==> src/hdl/uusd_pkg.sv <==
package uusd_pkg;

    localparam int HDR_LEN = 10;

    localparam logic [7:0] CH_LF    = 8'h0A;
    localparam logic [7:0] CH_GRAVE = 8'h60;
    localparam logic [7:0] CH_ZERO  = 8'h30;
    localparam logic [7:0] CH_NINE  = 8'h39;
    localparam logic [7:0] CH_DIGIT = 8'h4E;
    localparam logic [7:0] UU_LO    = 8'd33;
    localparam logic [7:0] UU_HI    = 8'd95;

    localparam logic [2:0] ST_RUNNING   = 3'd0;
    localparam logic [2:0] ST_NO_HEADER = 3'd1;
    localparam logic [2:0] ST_NO_DATA   = 3'd2;
    localparam logic [2:0] ST_NO_INFO   = 3'd3;
    localparam logic [2:0] ST_COMPLETE  = 3'd4;

    localparam logic [1:0] BPC_LOG2_MAX   = 2'd2;
    localparam logic [1:0] BPC_LOG2_RESET = 2'd1;

    typedef enum logic [7:0] {
        PH_HEADER    = 8'b0000_0001,
        PH_WAIT_NL   = 8'b0000_0010,
        PH_INFO      = 8'b0000_0100,
        PH_DECODE    = 8'b0000_1000,
        PH_DONE_OK   = 8'b0001_0000,
        PH_FAIL_HDR  = 8'b0010_0000,
        PH_FAIL_DATA = 8'b0100_0000,
        PH_FAIL_INFO = 8'b1000_0000
    } t_phase;

    typedef struct packed {
        logic [7:0] char_code;
        logic [3:0] keystream_bits;
        logic       end_of_stream;
    } t_in_beat;

    typedef struct packed {
        logic [7:0]  data_byte;
        logic        data_valid;
        logic        done_res;
        logic [2:0]  status;
        logic        trim_bytes;
        logic [31:0] line_count;
    } t_result;

    function automatic logic [7:0] hdr_char(input logic [3:0] pos);
        logic [7:0] ch;
        unique case (pos)
            4'd0:    ch = 8'h62;
            4'd1:    ch = 8'h65;
            4'd2:    ch = 8'h67;
            4'd3:    ch = 8'h69;
            4'd4:    ch = 8'h6E;
            4'd5:    ch = 8'h20;
            4'd6:    ch = CH_DIGIT;
            4'd7:    ch = CH_DIGIT;
            4'd8:    ch = CH_DIGIT;
            4'd9:    ch = 8'h20;
            default: ch = 8'h00;
        endcase
        return ch;
    endfunction

endpackage

==> src/hdl/uusd_stream_if.sv <==
interface uusd_in_if;
    logic       valid;
    logic       ready;
    logic [7:0] char_code;
    logic [3:0] keystream_bits;
    logic       end_of_stream;

    modport source (output valid, output char_code, output keystream_bits,
                    output end_of_stream, input ready);
    modport sink   (input valid, input char_code, input keystream_bits,
                    input end_of_stream, output ready);
endinterface

interface uusd_out_if;
    logic        valid;
    logic        ready;
    logic [7:0]  data_byte;
    logic        data_valid;
    logic        done_res;
    logic [2:0]  status;
    logic        trim_bytes;
    logic [31:0] line_count;

    modport source (output valid, output data_byte, output data_valid,
                    output done_res, output status, output trim_bytes,
                    output line_count, input ready);
    modport sink   (input valid, input data_byte, input data_valid,
                    input done_res, input status, input trim_bytes,
                    input line_count, output ready);
endinterface

==> src/hdl/uusd_core.sv <==
module uusd_core #(
    parameter int LINE_COUNT_WIDTH = 32
) (
    input  logic              i_clk,
    input  logic              i_rst_n,
    input  logic              i_accept,
    input  uusd_pkg::t_in_beat i_beat,
    input  logic              i_cfg_we,
    input  logic [1:0]        i_cfg_wdata,
    output uusd_pkg::t_result o_result
);

    uusd_pkg::t_phase            r_phase, n_phase;
    logic [3:0]                  r_hdr_pos, n_hdr_pos;
    logic [1:0]                  r_info_pos, n_info_pos;
    logic                        r_line_start, n_line_start;
    logic [2:0]                  r_chunk_idx, n_chunk_idx;
    logic [7:0]                  r_partial, n_partial;
    logic [1:0]                  r_pad, n_pad;
    logic [LINE_COUNT_WIDTH-1:0] r_lines, n_lines;
    logic [1:0]                  r_bpc_log2;

    logic [1:0] bpc_log2;
    logic [7:0] c;
    logic [3:0] chunk_raw;
    logic [3:0] chunk;
    logic [4:0] shamt;
    logic [7:0] shifted;
    logic [3:0] idx_inc;
    logic [3:0] parts;
    logic [7:0] want;
    logic       hdr_hit;
    logic       uu_ok;
    logic [7:0] dbyte;
    logic       dvalid;
    logic [63:0] lines_ext;

    always_ff @(posedge i_clk) begin
        if (!i_rst_n) begin
            r_bpc_log2 <= uusd_pkg::BPC_LOG2_RESET;
        end else if (i_cfg_we) begin
            r_bpc_log2 <= i_cfg_wdata;
        end
    end

    assign bpc_log2  = (r_bpc_log2 > uusd_pkg::BPC_LOG2_MAX) ? uusd_pkg::BPC_LOG2_MAX
                                                             : r_bpc_log2;
    assign c         = i_beat.char_code;
    assign chunk_raw = c[3:0] ^ i_beat.keystream_bits;
    always_comb begin
        case (bpc_log2)
            2'd0:    chunk = {3'b000, chunk_raw[0]};
            2'd1:    chunk = {2'b00, chunk_raw[1:0]};
            default: chunk = chunk_raw;
        endcase
    end
    assign shamt   = 5'(r_chunk_idx) << bpc_log2;
    assign shifted = {4'b0000, chunk} << shamt;
    assign idx_inc = 4'(r_chunk_idx) + 4'd1;
    assign parts   = 4'd8 >> bpc_log2;

    assign want    = uusd_pkg::hdr_char(r_hdr_pos);
    assign hdr_hit = (c == want)
                  || (want == uusd_pkg::CH_DIGIT && c >= uusd_pkg::CH_ZERO
                      && c <= uusd_pkg::CH_NINE);
    assign uu_ok   = (c == uusd_pkg::CH_GRAVE)
                  || (c >= uusd_pkg::UU_LO && c <= uusd_pkg::UU_HI);

    always_comb begin
        n_phase      = r_phase;
        n_hdr_pos    = r_hdr_pos;
        n_info_pos   = r_info_pos;
        n_line_start = r_line_start;
        n_chunk_idx  = r_chunk_idx;
        n_partial    = r_partial;
        n_pad        = r_pad;
        n_lines      = r_lines;
        dbyte        = 8'h00;
        dvalid       = 1'b0;
        unique case (r_phase)
            uusd_pkg::PH_HEADER: begin
                if (i_beat.end_of_stream) begin
                    n_phase = uusd_pkg::PH_FAIL_HDR;
                end else if (hdr_hit) begin
                    if (r_hdr_pos == 4'(uusd_pkg::HDR_LEN - 1)) begin
                        n_phase   = uusd_pkg::PH_WAIT_NL;
                        n_hdr_pos = 4'd0;
                    end else begin
                        n_hdr_pos = r_hdr_pos + 4'd1;
                    end
                end else begin
                    n_hdr_pos = 4'd0;
                end
            end
            uusd_pkg::PH_WAIT_NL: begin
                if (i_beat.end_of_stream) begin
                    n_phase = uusd_pkg::PH_FAIL_DATA;
                end else if (c == uusd_pkg::CH_LF) begin
                    n_phase = uusd_pkg::PH_INFO;
                end
            end
            uusd_pkg::PH_INFO: begin
                if (i_beat.end_of_stream || !uu_ok) begin
                    n_phase = uusd_pkg::PH_FAIL_INFO;
                end else begin
                    n_info_pos = r_info_pos + 2'd1;
                    if (n_info_pos == 2'd2) begin
                        n_pad   = c[1:0];
                        n_lines = LINE_COUNT_WIDTH'(1);
                        n_phase = uusd_pkg::PH_DECODE;
                    end
                end
            end
            uusd_pkg::PH_DECODE: begin
                if (i_beat.end_of_stream) begin
                    n_phase = uusd_pkg::PH_DONE_OK;
                end else if (c == uusd_pkg::CH_LF) begin
                    n_line_start = 1'b1;
                end else if (c == uusd_pkg::CH_GRAVE && r_line_start) begin
                    n_phase = uusd_pkg::PH_DONE_OK;
                end else if (r_line_start) begin
                    n_line_start = 1'b0;
                    if (r_lines != '1) begin
                        n_lines = r_lines + LINE_COUNT_WIDTH'(1);
                    end
                end else if (idx_inc >= parts) begin
                    dbyte       = r_partial | shifted;
                    dvalid      = 1'b1;
                    n_partial   = 8'h00;
                    n_chunk_idx = 3'd0;
                end else begin
                    n_partial   = r_partial | shifted;
                    n_chunk_idx = idx_inc[2:0];
                end
            end
            default: begin
            end
        endcase
    end

    always_ff @(posedge i_clk) begin
        if (!i_rst_n) begin
            r_phase      <= uusd_pkg::PH_HEADER;
            r_hdr_pos    <= 4'd0;
            r_info_pos   <= 2'd0;
            r_line_start <= 1'b0;
            r_chunk_idx  <= 3'd0;
            r_partial    <= 8'h00;
            r_pad        <= 2'd0;
            r_lines      <= '0;
        end else if (i_accept) begin
            r_phase      <= n_phase;
            r_hdr_pos    <= n_hdr_pos;
            r_info_pos   <= n_info_pos;
            r_line_start <= n_line_start;
            r_chunk_idx  <= n_chunk_idx;
            r_partial    <= n_partial;
            r_pad        <= n_pad;
            r_lines      <= n_lines;
        end
    end

    assign lines_ext = 64'(n_lines);

    always_comb begin
        o_result.data_byte  = dbyte;
        o_result.data_valid = dvalid;
        o_result.done_res   = 1'b1;
        o_result.trim_bytes = 1'b0;
        unique case (n_phase)
            uusd_pkg::PH_DONE_OK: begin
                o_result.status     = uusd_pkg::ST_COMPLETE;
                o_result.trim_bytes = (bpc_log2 == uusd_pkg::BPC_LOG2_MAX) && n_pad[1];
            end
            uusd_pkg::PH_FAIL_HDR:  o_result.status = uusd_pkg::ST_NO_HEADER;
            uusd_pkg::PH_FAIL_DATA: o_result.status = uusd_pkg::ST_NO_DATA;
            uusd_pkg::PH_FAIL_INFO: o_result.status = uusd_pkg::ST_NO_INFO;
            default: begin
                o_result.status   = uusd_pkg::ST_RUNNING;
                o_result.done_res = 1'b0;
            end
        endcase
        o_result.line_count = (lines_ext > 64'h0000_0000_FFFF_FFFF) ? 32'hFFFF_FFFF
                                                                     : lines_ext[31:0];
    end

endmodule

==> src/hdl/uu_stego_stream_decoder.sv <==
// Streaming decoder for data hidden in a uuencode-style text.
// Input channel i_in: one character beat per transfer, with the keystream
// bits for that character and an end_of_stream flag (a beat with the flag
// set carries no character and closes the stream).
// Output channel o_out: exactly one result beat for every input beat, in
// order: a recovered byte with data_valid, plus done_res, status, trim_bytes
// and the running line count.
// Configuration: i_cfg_we with i_cfg_wdata writes bits_per_char_log2
// (1, 2 or 4 hidden bits per character); write only while the block is idle.
// The result beat is registered and appears in the cycle after its input
// beat is accepted; throughput is one beat per cycle while the receiver
// does not stall, set by the single result register.
// A stalled receiver holds the result register; the input accepts a new
// beat only when that register is empty or being drained in the same cycle.
// Synchronous active-low reset returns the decoder to header search, clears
// the output valid flag and sets bits_per_char_log2 to one. After the stream
// stops every beat returns the final status until reset.
module uu_stego_stream_decoder #(
    parameter int LINE_COUNT_WIDTH = 32
) (
    input  logic       i_clk,
    input  logic       i_rst_n,
    uusd_in_if.sink    i_in,
    uusd_out_if.source o_out,
    input  logic       i_cfg_we,
    input  logic [1:0] i_cfg_wdata
);

    uusd_pkg::t_in_beat beat;
    uusd_pkg::t_result  result;
    uusd_pkg::t_result  r_result;
    logic               r_out_valid;
    logic               accept;

    assign i_in.ready = !r_out_valid || o_out.ready;
    assign accept     = i_in.valid && i_in.ready;

    assign beat.char_code      = i_in.char_code;
    assign beat.keystream_bits = i_in.keystream_bits;
    assign beat.end_of_stream  = i_in.end_of_stream;

    uusd_core #(
        .LINE_COUNT_WIDTH(LINE_COUNT_WIDTH)
    ) u_core (
        .i_clk      (i_clk),
        .i_rst_n    (i_rst_n),
        .i_accept   (accept),
        .i_beat     (beat),
        .i_cfg_we   (i_cfg_we),
        .i_cfg_wdata(i_cfg_wdata),
        .o_result   (result)
    );

    always_ff @(posedge i_clk) begin
        if (!i_rst_n) begin
            r_out_valid <= 1'b0;
        end else if (accept) begin
            r_out_valid <= 1'b1;
        end else if (o_out.ready) begin
            r_out_valid <= 1'b0;
        end
    end

    always_ff @(posedge i_clk) begin
        if (accept) begin
            r_result <= result;
        end
    end

    assign o_out.valid      = r_out_valid;
    assign o_out.data_byte  = r_result.data_byte;
    assign o_out.data_valid = r_result.data_valid;
    assign o_out.done_res   = r_result.done_res;
    assign o_out.status     = r_result.status;
    assign o_out.trim_bytes = r_result.trim_bytes;
    assign o_out.line_count = r_result.line_count;

endmodule
==> src/flat_wrapper.sv <==
// flat-port wrapper written by rule: the top's interface ports become plain ports
module uu_stego_stream_decoder_flat 
#(
    parameter int LINE_COUNT_WIDTH = 32
)
  (i_clk, i_rst_n, i_cfg_we, i_cfg_wdata, i_in_valid, i_in_char_code, i_in_keystream_bits, i_in_end_of_stream, i_in_ready, o_out_valid, o_out_data_byte, o_out_data_valid, o_out_done_res, o_out_status, o_out_trim_bytes, o_out_line_count, o_out_ready);
  uusd_in_if i_in_i ();
  uusd_out_if o_out_i ();
  input  logic i_clk;
  input  logic i_rst_n;
  input  logic i_cfg_we;
  input  logic [1:0] i_cfg_wdata;
  input wire logic [$bits(i_in_i.valid)-1:0] i_in_valid;
  input wire logic [$bits(i_in_i.char_code)-1:0] i_in_char_code;
  input wire logic [$bits(i_in_i.keystream_bits)-1:0] i_in_keystream_bits;
  input wire logic [$bits(i_in_i.end_of_stream)-1:0] i_in_end_of_stream;
  output wire logic [$bits(i_in_i.ready)-1:0] i_in_ready;
  output wire logic [$bits(o_out_i.valid)-1:0] o_out_valid;
  output wire logic [$bits(o_out_i.data_byte)-1:0] o_out_data_byte;
  output wire logic [$bits(o_out_i.data_valid)-1:0] o_out_data_valid;
  output wire logic [$bits(o_out_i.done_res)-1:0] o_out_done_res;
  output wire logic [$bits(o_out_i.status)-1:0] o_out_status;
  output wire logic [$bits(o_out_i.trim_bytes)-1:0] o_out_trim_bytes;
  output wire logic [$bits(o_out_i.line_count)-1:0] o_out_line_count;
  input wire logic [$bits(o_out_i.ready)-1:0] o_out_ready;
  assign i_in_i.valid = i_in_valid;
  assign i_in_i.char_code = i_in_char_code;
  assign i_in_i.keystream_bits = i_in_keystream_bits;
  assign i_in_i.end_of_stream = i_in_end_of_stream;
  assign i_in_ready = i_in_i.ready;
  assign o_out_valid = o_out_i.valid;
  assign o_out_data_byte = o_out_i.data_byte;
  assign o_out_data_valid = o_out_i.data_valid;
  assign o_out_done_res = o_out_i.done_res;
  assign o_out_status = o_out_i.status;
  assign o_out_trim_bytes = o_out_i.trim_bytes;
  assign o_out_line_count = o_out_i.line_count;
  assign o_out_i.ready = o_out_ready;
  uu_stego_stream_decoder #(.LINE_COUNT_WIDTH(LINE_COUNT_WIDTH)) u_core (.i_clk(i_clk), .i_rst_n(i_rst_n), .i_in(i_in_i), .o_out(o_out_i), .i_cfg_we(i_cfg_we), .i_cfg_wdata(i_cfg_wdata));
endmodule
==> config.mk <==
export PLATFORM = sky130hd
export DESIGN_NAME = uu_stego_stream_decoder_flat
export DESIGN_NICKNAME = d
export VERILOG_FILES = /design/src/hdl/uusd_pkg.sv /design/src/hdl/uusd_stream_if.sv /design/src/hdl/uusd_core.sv /design/src/hdl/uu_stego_stream_decoder.sv /design/src/flat_wrapper.sv
export SDC_FILE = /design/constraint.sdc
export NUM_CORES = 1
export LEC_CHECK = 0
export BUFFER_PORTS_ARGS = -buffer_cell sky130_fd_sc_hd__buf_4
export CAP_MARGIN = 20
export CORE_MARGIN = 2
export CORE_UTILIZATION = 55
export DETAILED_ROUTE_END_ITERATION = 10
export GPL_TIMING_DRIVEN = 0
export PLACE_DENSITY = 0.73
export SLEW_MARGIN = 40
export SYNTH_ARGS = -nofsm -noshare
export SYNTH_HDL_FRONTEND = slang
export SYNTH_SLANG_ARGS = --single-unit
export TNS_END_PERCENT = 20
==> constraint.sdc <==
create_clock -name i_clk -period 3.8 [get_ports i_clk]
set_clock_uncertainty 0.15 [all_clocks]
set_input_delay 0.19 -clock i_clk [delete_from_list [all_inputs] [get_ports i_clk]]
set_output_delay 0.19 -clock i_clk [all_outputs]
set_load 0.02 [all_outputs]
==> results of run 1 <==
==> logic make-up (layout without fill, tap and decap cells) <==
kind of cell | count (synthesis) | count (layout) | share of synthesized area (%)
xor gates and xnor gates | 18 | 18 | 2.58
and+or+nand+nor | 294 | 294 | 26.2
muxes | 12 | 12 | 2.02
other | 1 | 1 | 0.0613
DFF | 114 | 114 | 44.8
AOI/OAI and AO/OA | 172 | 172 | 17.3
buffers and inverters | 56 | 163 | 4.17
adders and majority gates | 14 | 14 | 2.86
==> area by class of cell <==
type                    instances  area [um2]  share of cell area [%]
flip-flops and latches        114        2740                    36.6
plain buffers                  38         189                    2.52
well taps                     140         175                    2.34
clock buffers                  21         439                    5.86
multi-input cells             511        3120                    41.7
repair buffers                 75         623                    8.31
clock inverters                11         136                    1.82
inverters                      18        67.6                   0.901
==> per-stage QoR <==
step | utilization (%) | setup TNS [ns] | instances | setup WS, ns | instance area (um2)
4_1_cts | 69.2 | 0 | 928 | 0.621 | 7500
6_report | 69.2 | 0 | 928 | 0.583 | 7500
2_1_floorplan | - | 0 | 681 | 0.622 | 6120
3_5_place_dp | 63.1 | 0 | 888 | 0.661 | 6840
5_1_grt | 69.2 | 0 | 928 | 0.344 | 7500
3_3_place_gp | 62.6 | -0.573 | 886 | -0.133 | 6790
==> timing repair <==
| item | in CTS | in global routing |
|---|---|---|
| hold endpoints to repair | 5 | 0 |
| hold buffers | 8 | 0 |
| buffers inserted | 0 | 0 |
==> per-layer routing <==
metal | part of all wire [%] | global-route usage (%) | up-vias | routed length [um]
met1 | 41 | 34.2 | 2670 | 6710
met2 | 49 | 46.8 | 233 | 8000
li1 | - | - | 2722 | -
met3 | 6.7 | 5.57 | 45 | 1080
met4 | 2.9 | 13.6 | 0 | 471
met5 | 0 | 0 | - | 0
==> registers in the layout (all words and copies together), names as in the netlist <==
| signal | cells |
|---|---|
| u_core.u_core.r_hdr_pos | 4 |
| u_core.u_core.r_info_pos | 2 |
| u_core.u_core.r_lines | 32 |
| u_core.u_core.r_line_start | 1 |
| u_core.o_out.status | 3 |
| u_core.o_out.trim_bytes | 1 |
| u_core.u_core.r_chunk_idx | 3 |
| u_core.o_out.data_valid | 1 |
| u_core.u_core.r_partial | 8 |
| u_core.o_out.line_count | 32 |
| u_core.u_core.r_bpc_log2 | 2 |
| u_core.u_core.r_pad | 1 |
| u_core.u_core.r_phase | 8 |
| u_core.o_out.data_byte | 8 |
| u_core.o_out.done_res | 1 |
| u_core.o_out.valid | 1 |
| u_core.u_core.want | 6 |
==> power by group through the flow <==
stage | Sequential (mW) | Combinational [mW] | Clock, mW
floorplan | 1.38 | 0.121 | 0
global placement | 1.35 | 0.263 | 0
detailed placement | 1.35 | 0.276 | 0
CTS | 1.32 | 0.285 | 1.56
global route | 1.33 | 0.308 | 1.62
finish | 1.32 | 0.287 | 1.55
==> path summary, 6_finish.rpt <==
kind	depth (start not counted)	to	from	slack, ns
worst min-delay path	5	u_core.u_core.r_phase[4]$_SDFFE_PN0P_	i_in_end_of_stream	0.06
worst max-delay path	9	u_core.o_out.trim_bytes$_SDFFCE_PN0P_	i_in_char_code[1]	0.58
worst min register to register	2	u_core.u_core.r_partial[0]$_SDFFE_PN0P_	u_core.u_core.r_partial[0]$_SDFFE_PN0P_	0.31
worst max register to register	7	u_core.o_out.line_count[27]$_DFFE_PP_	u_core.u_core.r_phase[4]$_SDFFE_PN0P_	0.85
==> layout by cell type, fill, tap and decap left out, drive strengths merged, types with 9 or more instances in the layout <==
| master | synthesis | layout |
|---|---|---|
| inv | 18 | 18 |
| a21oi | 47 | 47 |
| nor3 | 10 | 10 |
| o21ai | 49 | 49 |
| edfxtp | 46 | 46 |
| nand4 | 21 | 21 |
| and3 | 14 | 14 |
| nor2 | 61 | 61 |
| clkbuf | 20 | 41 |
| buf | 18 | 85 |
| nand3 | 42 | 42 |
| mux2i | 9 | 9 |
| nor4 | 9 | 9 |
| dfxtp | 68 | 68 |
| xnor2 | 11 | 11 |
| or4 | 9 | 9 |
| nand2 | 69 | 69 |
| ha | 14 | 14 |
| or3 | 16 | 16 |
| a31oi | 23 | 23 |
==> worst reg2reg max path: stages (launching register included) <==
cell	delay (ns)
dfxtp_1	0.35
nor4_4	0.36
and4_1	0.25
o21ai_0	0.17
nor2_1	0.65
buf_2	0.39
nor2_1	0.10
mux2_2	0.28
==> results.yml, run 1 <==
timing:
  period_share_pct: 84.7
  finalCriticalPeriod_ns: 3.22
  fin_hold_ws_ns: 0.0559
  slew-limit-headroom_pct: 42.8
  tightest_slew_ns: 0.858
  fmax_mhz: 311
  drv_slew: 0
  grt_setup_unrepaired: "no"
  setup-violations-final: 0
  hold_viol: 0
yosys:
  synth_sequential_area_ratio_pct: 44.8
  synthFlopType: "dfxtp_1"
  synth_area_um2: 6120
  async_flop_share_pct: 0
  synth_edf_count: 46
  synth_top_cell_by_area: "edfxtp_1"
  syn_inst: 681
  yosysTopAreaCellShare_pct: 22.6
  ys_seq_elements: 114
  avgSynthCellArea_um2: 8.99
  synth_fp_nets: 715
  yosys-top-cells-count: "dfxtp_1, nand2_1, nor2_1, a21oi_1, o21ai_0"
  synth_area_leaders: "edfxtp_1, dfxtp_1, nand2_1"
  ys_types: 67
  ys_warn_count: 0
status:
  status: "finished clean"
final_layout:
  nFillCells: 863
  drive_gt1_share_pct: 16.5
  syn2layout_area_growth_pct: 22.5
  layout.nets: 809
  n_antenna_cell: 0
critical_path:
  cp_max_fo: 8
  worstSetupEndpointType: "register"
  crit_family: "compound AO/OA/AOI/OAI gates"
  crit_path_top_delay_cell: "dlygate4sd3_1"
  required_ns: 3.93
  arrival_ns: 3.34
  cp_slowest_stage_delay_ns: 0.54
  cp_num_buf_inv: 2
  crit_path_start_kind: "primary input"
  worst-setup-path-type: "in -> reg"
  cp_cell_sequence: "dlygate4sd3_1 -> buf_2 -> nor4_4 -> mux2_2 -> o21ai_0 -> nor2_1 -> o22ai_1 -> o221ai_1 -> a2111oi_0"
power_and_ir_drop:
  p_sw_share_pct: 23.3
  p_leak_nw: 2.79
  power_frac_clock_pct: 49.0
  comb_power_share_pct: 9.1
  p_int_mw: 2.42
  p_total_mw: 3.16
  powerDensity_nw_per_um2: 421
  p_seq_share_pct: 41.9
  netSwitchingPower_uw: 734
  ir_drop_v: 0.000246
clocking:
  insertion_delay_ns: 0.51
  numCtsBuffers: 17
  numClockSinks: 114
  htreeDepth: 4
  clock-root-buffer: "clkbuf_8"
  clk_pin_slew_ns: 0.06
  cts_tree: "built"
  postCtsResizedCells: 0
  clockBufferDepth: 2
global_routing:
  grt_pass1_vias: 5273
  grt_remaining_overflow: 0
  antenna_found_initial: 0
  grt_pass1_wl_um: 25800
  track_usage_pct: 27.9
  grt_max_degree: 21
routing:
  via_per_inst: 6.11
  via_count: 5670
  drt_wl_total_um: 16300
  drtAntennaViolNets: 0
  drc: 0
  drt_iter0_markers: 450
  dr.pass1.iters: 5
  routedWlPerCell_um: 17.5
floorplanning:
  ios: 68
  die_area_um2: 12000
  fp-row-count: 38
  core_area_um2: 10800
  chipWidth_um: 110
  start_util_pct: 56.5
  die_h_um: 110
place:
  port_buffers: 65
  gp_congestion: 0.969
  dpl.hpwl_um: 11400
job:
  max-cap-violations: 0
worst_hold_path:
  min_path_type: "in -> reg"
Power figures use the tool's default switching activity.
==> inputs of run 2 (changes only) <==
==> constraint.sdc (replaced) <==
create_clock -name i_clk -period 3 [get_ports i_clk]
set_clock_uncertainty 0.15 [all_clocks]
set_input_delay 0.15 -clock i_clk [delete_from_list [all_inputs] [get_ports i_clk]]
set_output_delay 0.15 -clock i_clk [all_outputs]
set_load 0.02 [all_outputs]
==> results.yml, run 2 (same netlist as run 1, synthesis figures left out) <==
status:
  status: "finished clean"
final_layout:
  fin_area_um2: 7450
  syn2layout_area_growth_pct: 21.7
  n_antenna_cell: 0
  final_common_cell: "buf_4"
  layout.nets: 807
  final_cell_mix: "buf_4, nand2_1, dfxtp_1"
  drive_gt1_share_pct: 17.3
clocking:
  clk_pin_slew_ns: 0.06
  clock-root-buffer: "clkbuf_8"
  insertion_delay_ns: 0.55
  htreeDepth: 4
  numCtsBuffers: 17
  numClockSinks: 114
  clockBufferDepth: 2
  cts_tree: "built"
critical_path:
  cp_max_fo: 10
  reg2reg_depth: 9
  r2r_slack_ns: 0.13
  worstSetupEndpointType: "register"
  startpoint: "u_core.u_core.r_lines[0]$_SDFFE_PN0P_"
  worstReg2RegStart: "u_core.u_core.r_lines[0]$_SDFFE_PN0P_"
  worst-setup-path-type: "reg -> reg"
  r2r_end: "u_core.o_out.line_count[7]$_DFFE_PP_"
  crit_path_start_kind: "register"
  crit_path_top_delay_cell: "dfxtp_1"
  cp_cell_sequence: "ha_1 -> nand3_1 -> nor4_1 -> or3b_1 -> and3_1 -> buf_6 -> buf_6 -> and3_1 -> a21o_1"
  crit_end: "u_core.o_out.line_count[7]$_DFFE_PP_"
  arrival_ns: 3.03
  cp_slowest_stage_delay_ns: 0.45
  required_ns: 3.16
routing:
  drc: 0
  drt_wl_total_um: 16500
  via_count: 5664
  routedWlPerCell_um: 17.9
  drtAntennaViolNets: 0
  dr.pass1.iters: 5
  drt_iter0_markers: 401
  via_per_inst: 6.12
global_routing:
  grt_pass1_vias: 5280
  antenna_found_initial: 0
  track_usage_pct: 28.8
  grt_max_degree: 56
  grt_remaining_overflow: 0
  grt_pass1_wl_um: 26300
timing:
  tightest_slew_ns: 0.749
  finalCriticalPeriod_ns: 2.87
  fin_hold_ws_ns: 0.0385
  hold_viol: 0
  drv_slew: 0
  timing.final.ws_setup_ns: 0.133
  period_share_pct: 95.6
  setup-violations-final: 0
  fmax_mhz: 349
  slew-limit-headroom_pct: 50.1
worst_hold_path:
  min_path_type: "in -> reg"
floorplanning:
  ios: 68
  chipWidth_um: 110
  die_h_um: 110
  start_util_pct: 56.5
  core_area_um2: 10800
  fp-row-count: 38
  die_area_um2: 12000
job:
  max-cap-violations: 0
power_and_ir_drop:
  ir_drop_v: 0.000417
  p_total_mw: 3.90
  powerDensity_nw_per_um2: 523
  p_leak_nw: 2.77
place:
  placed_area_um2: 6790
  gp_congestion: 0.890
  dp_slack_ns: -0.148
  port_buffers: 65
  dpl.hpwl_um: 11400
==> run 2: changes by cell type in the layout (fill, tap and decap cells not counted), moves of 2 or more <==
cell       delta
clkbuf_8      +2
nor4_2        +2
nor4_1        -2
buf_4         +2
bufinv_16     -2
buf_16        -2
==> run 2: worst min-delay path by stage <==
| stage | startpoint | end | cells past startpoint |
|---|---|---|---|
| floorplan | i_cfg_wdata[0] | u_core.u_core.r_bpc_log2[0]$_SDFFE_PN1P_ | 2 |
| global placement | i_cfg_wdata[0] | u_core.u_core.r_bpc_log2[0]$_SDFFE_PN1P_ | 3 |
| detailed placement | i_cfg_wdata[0] | u_core.u_core.r_bpc_log2[0]$_SDFFE_PN1P_ | 3 |
| CTS | i_in_end_of_stream | u_core.u_core.r_phase[4]$_SDFFE_PN0P_ | 5 |
| global route | i_in_end_of_stream | u_core.u_core.r_phase[4]$_SDFFE_PN0P_ | 5 |
| finish | i_in_end_of_stream | u_core.u_core.r_phase[4]$_SDFFE_PN0P_ | 5 |
==> run 2: final cells by class <==
cell class	count	area, um2
Fill cell	871	3390
Multi-Input combinational cell	511	3160
Sequential cell	114	2740
Timing Repair Buffer	74	576
Clock buffer	23	467
Buffer	37	188
Tap cell	140	175
Clock inverter	9	81.3
Inverter	18	67.6
==> run 2: metrics by stage <==
step | utilization, % | instances | TNS [ns]
floorplan | - | 681 | 0
global placement | 62.7 | 886 | -0.166
detailed placement | 62.6 | 886 | -0.229
CTS | 68.4 | 926 | 0
global route | 68.7 | 926 | -0.0188
finish | 68.7 | 926 | 0
==> run 2: report_power, final <==
| part | internal (mW) | switching [mW] |
|---|---|---|
| registers | 1.66 | 0.0188 |
| logic | 0.131 | 0.225 |
| clock network | 1.16 | 0.714 |
==> run 2: repair_timing <==
| item | CTS | global route |
|---|---|---|
| buffers inserted | 0 | 1 |
| pin swaps | 0 | 1 |
| hold endpoints to repair | 10 | 0 |
| hold buffers | 8 | 0 |
| resized for setup | 1 | 7 |
| setup endpoints to repair | 1 | 8 |
==> run 2: per-layer routing <==
metal / track usage, % / vias to the layer above / share of wire [%]
met3: 6.28 / 50 / 6.4
li1: - / 2714 / -
met1: 36.0 / 2697 / 43
met5: 0 / - / 0
met2: 46.2 / 203 / 48
met4: 15.8 / 0 / 3.5
==> run 2: worst max-delay path, delay by kind of cell, from the launching register on <==
family	cells	cell delay [ns]
flip-flops	1	0.45
adder cells (fa/ha/maj)	1	0.27
buffers and inverters	2	0.28
AND/OR/NAND/NOR	5	1.28
AO/OA/AOI/OAI	1	0.18
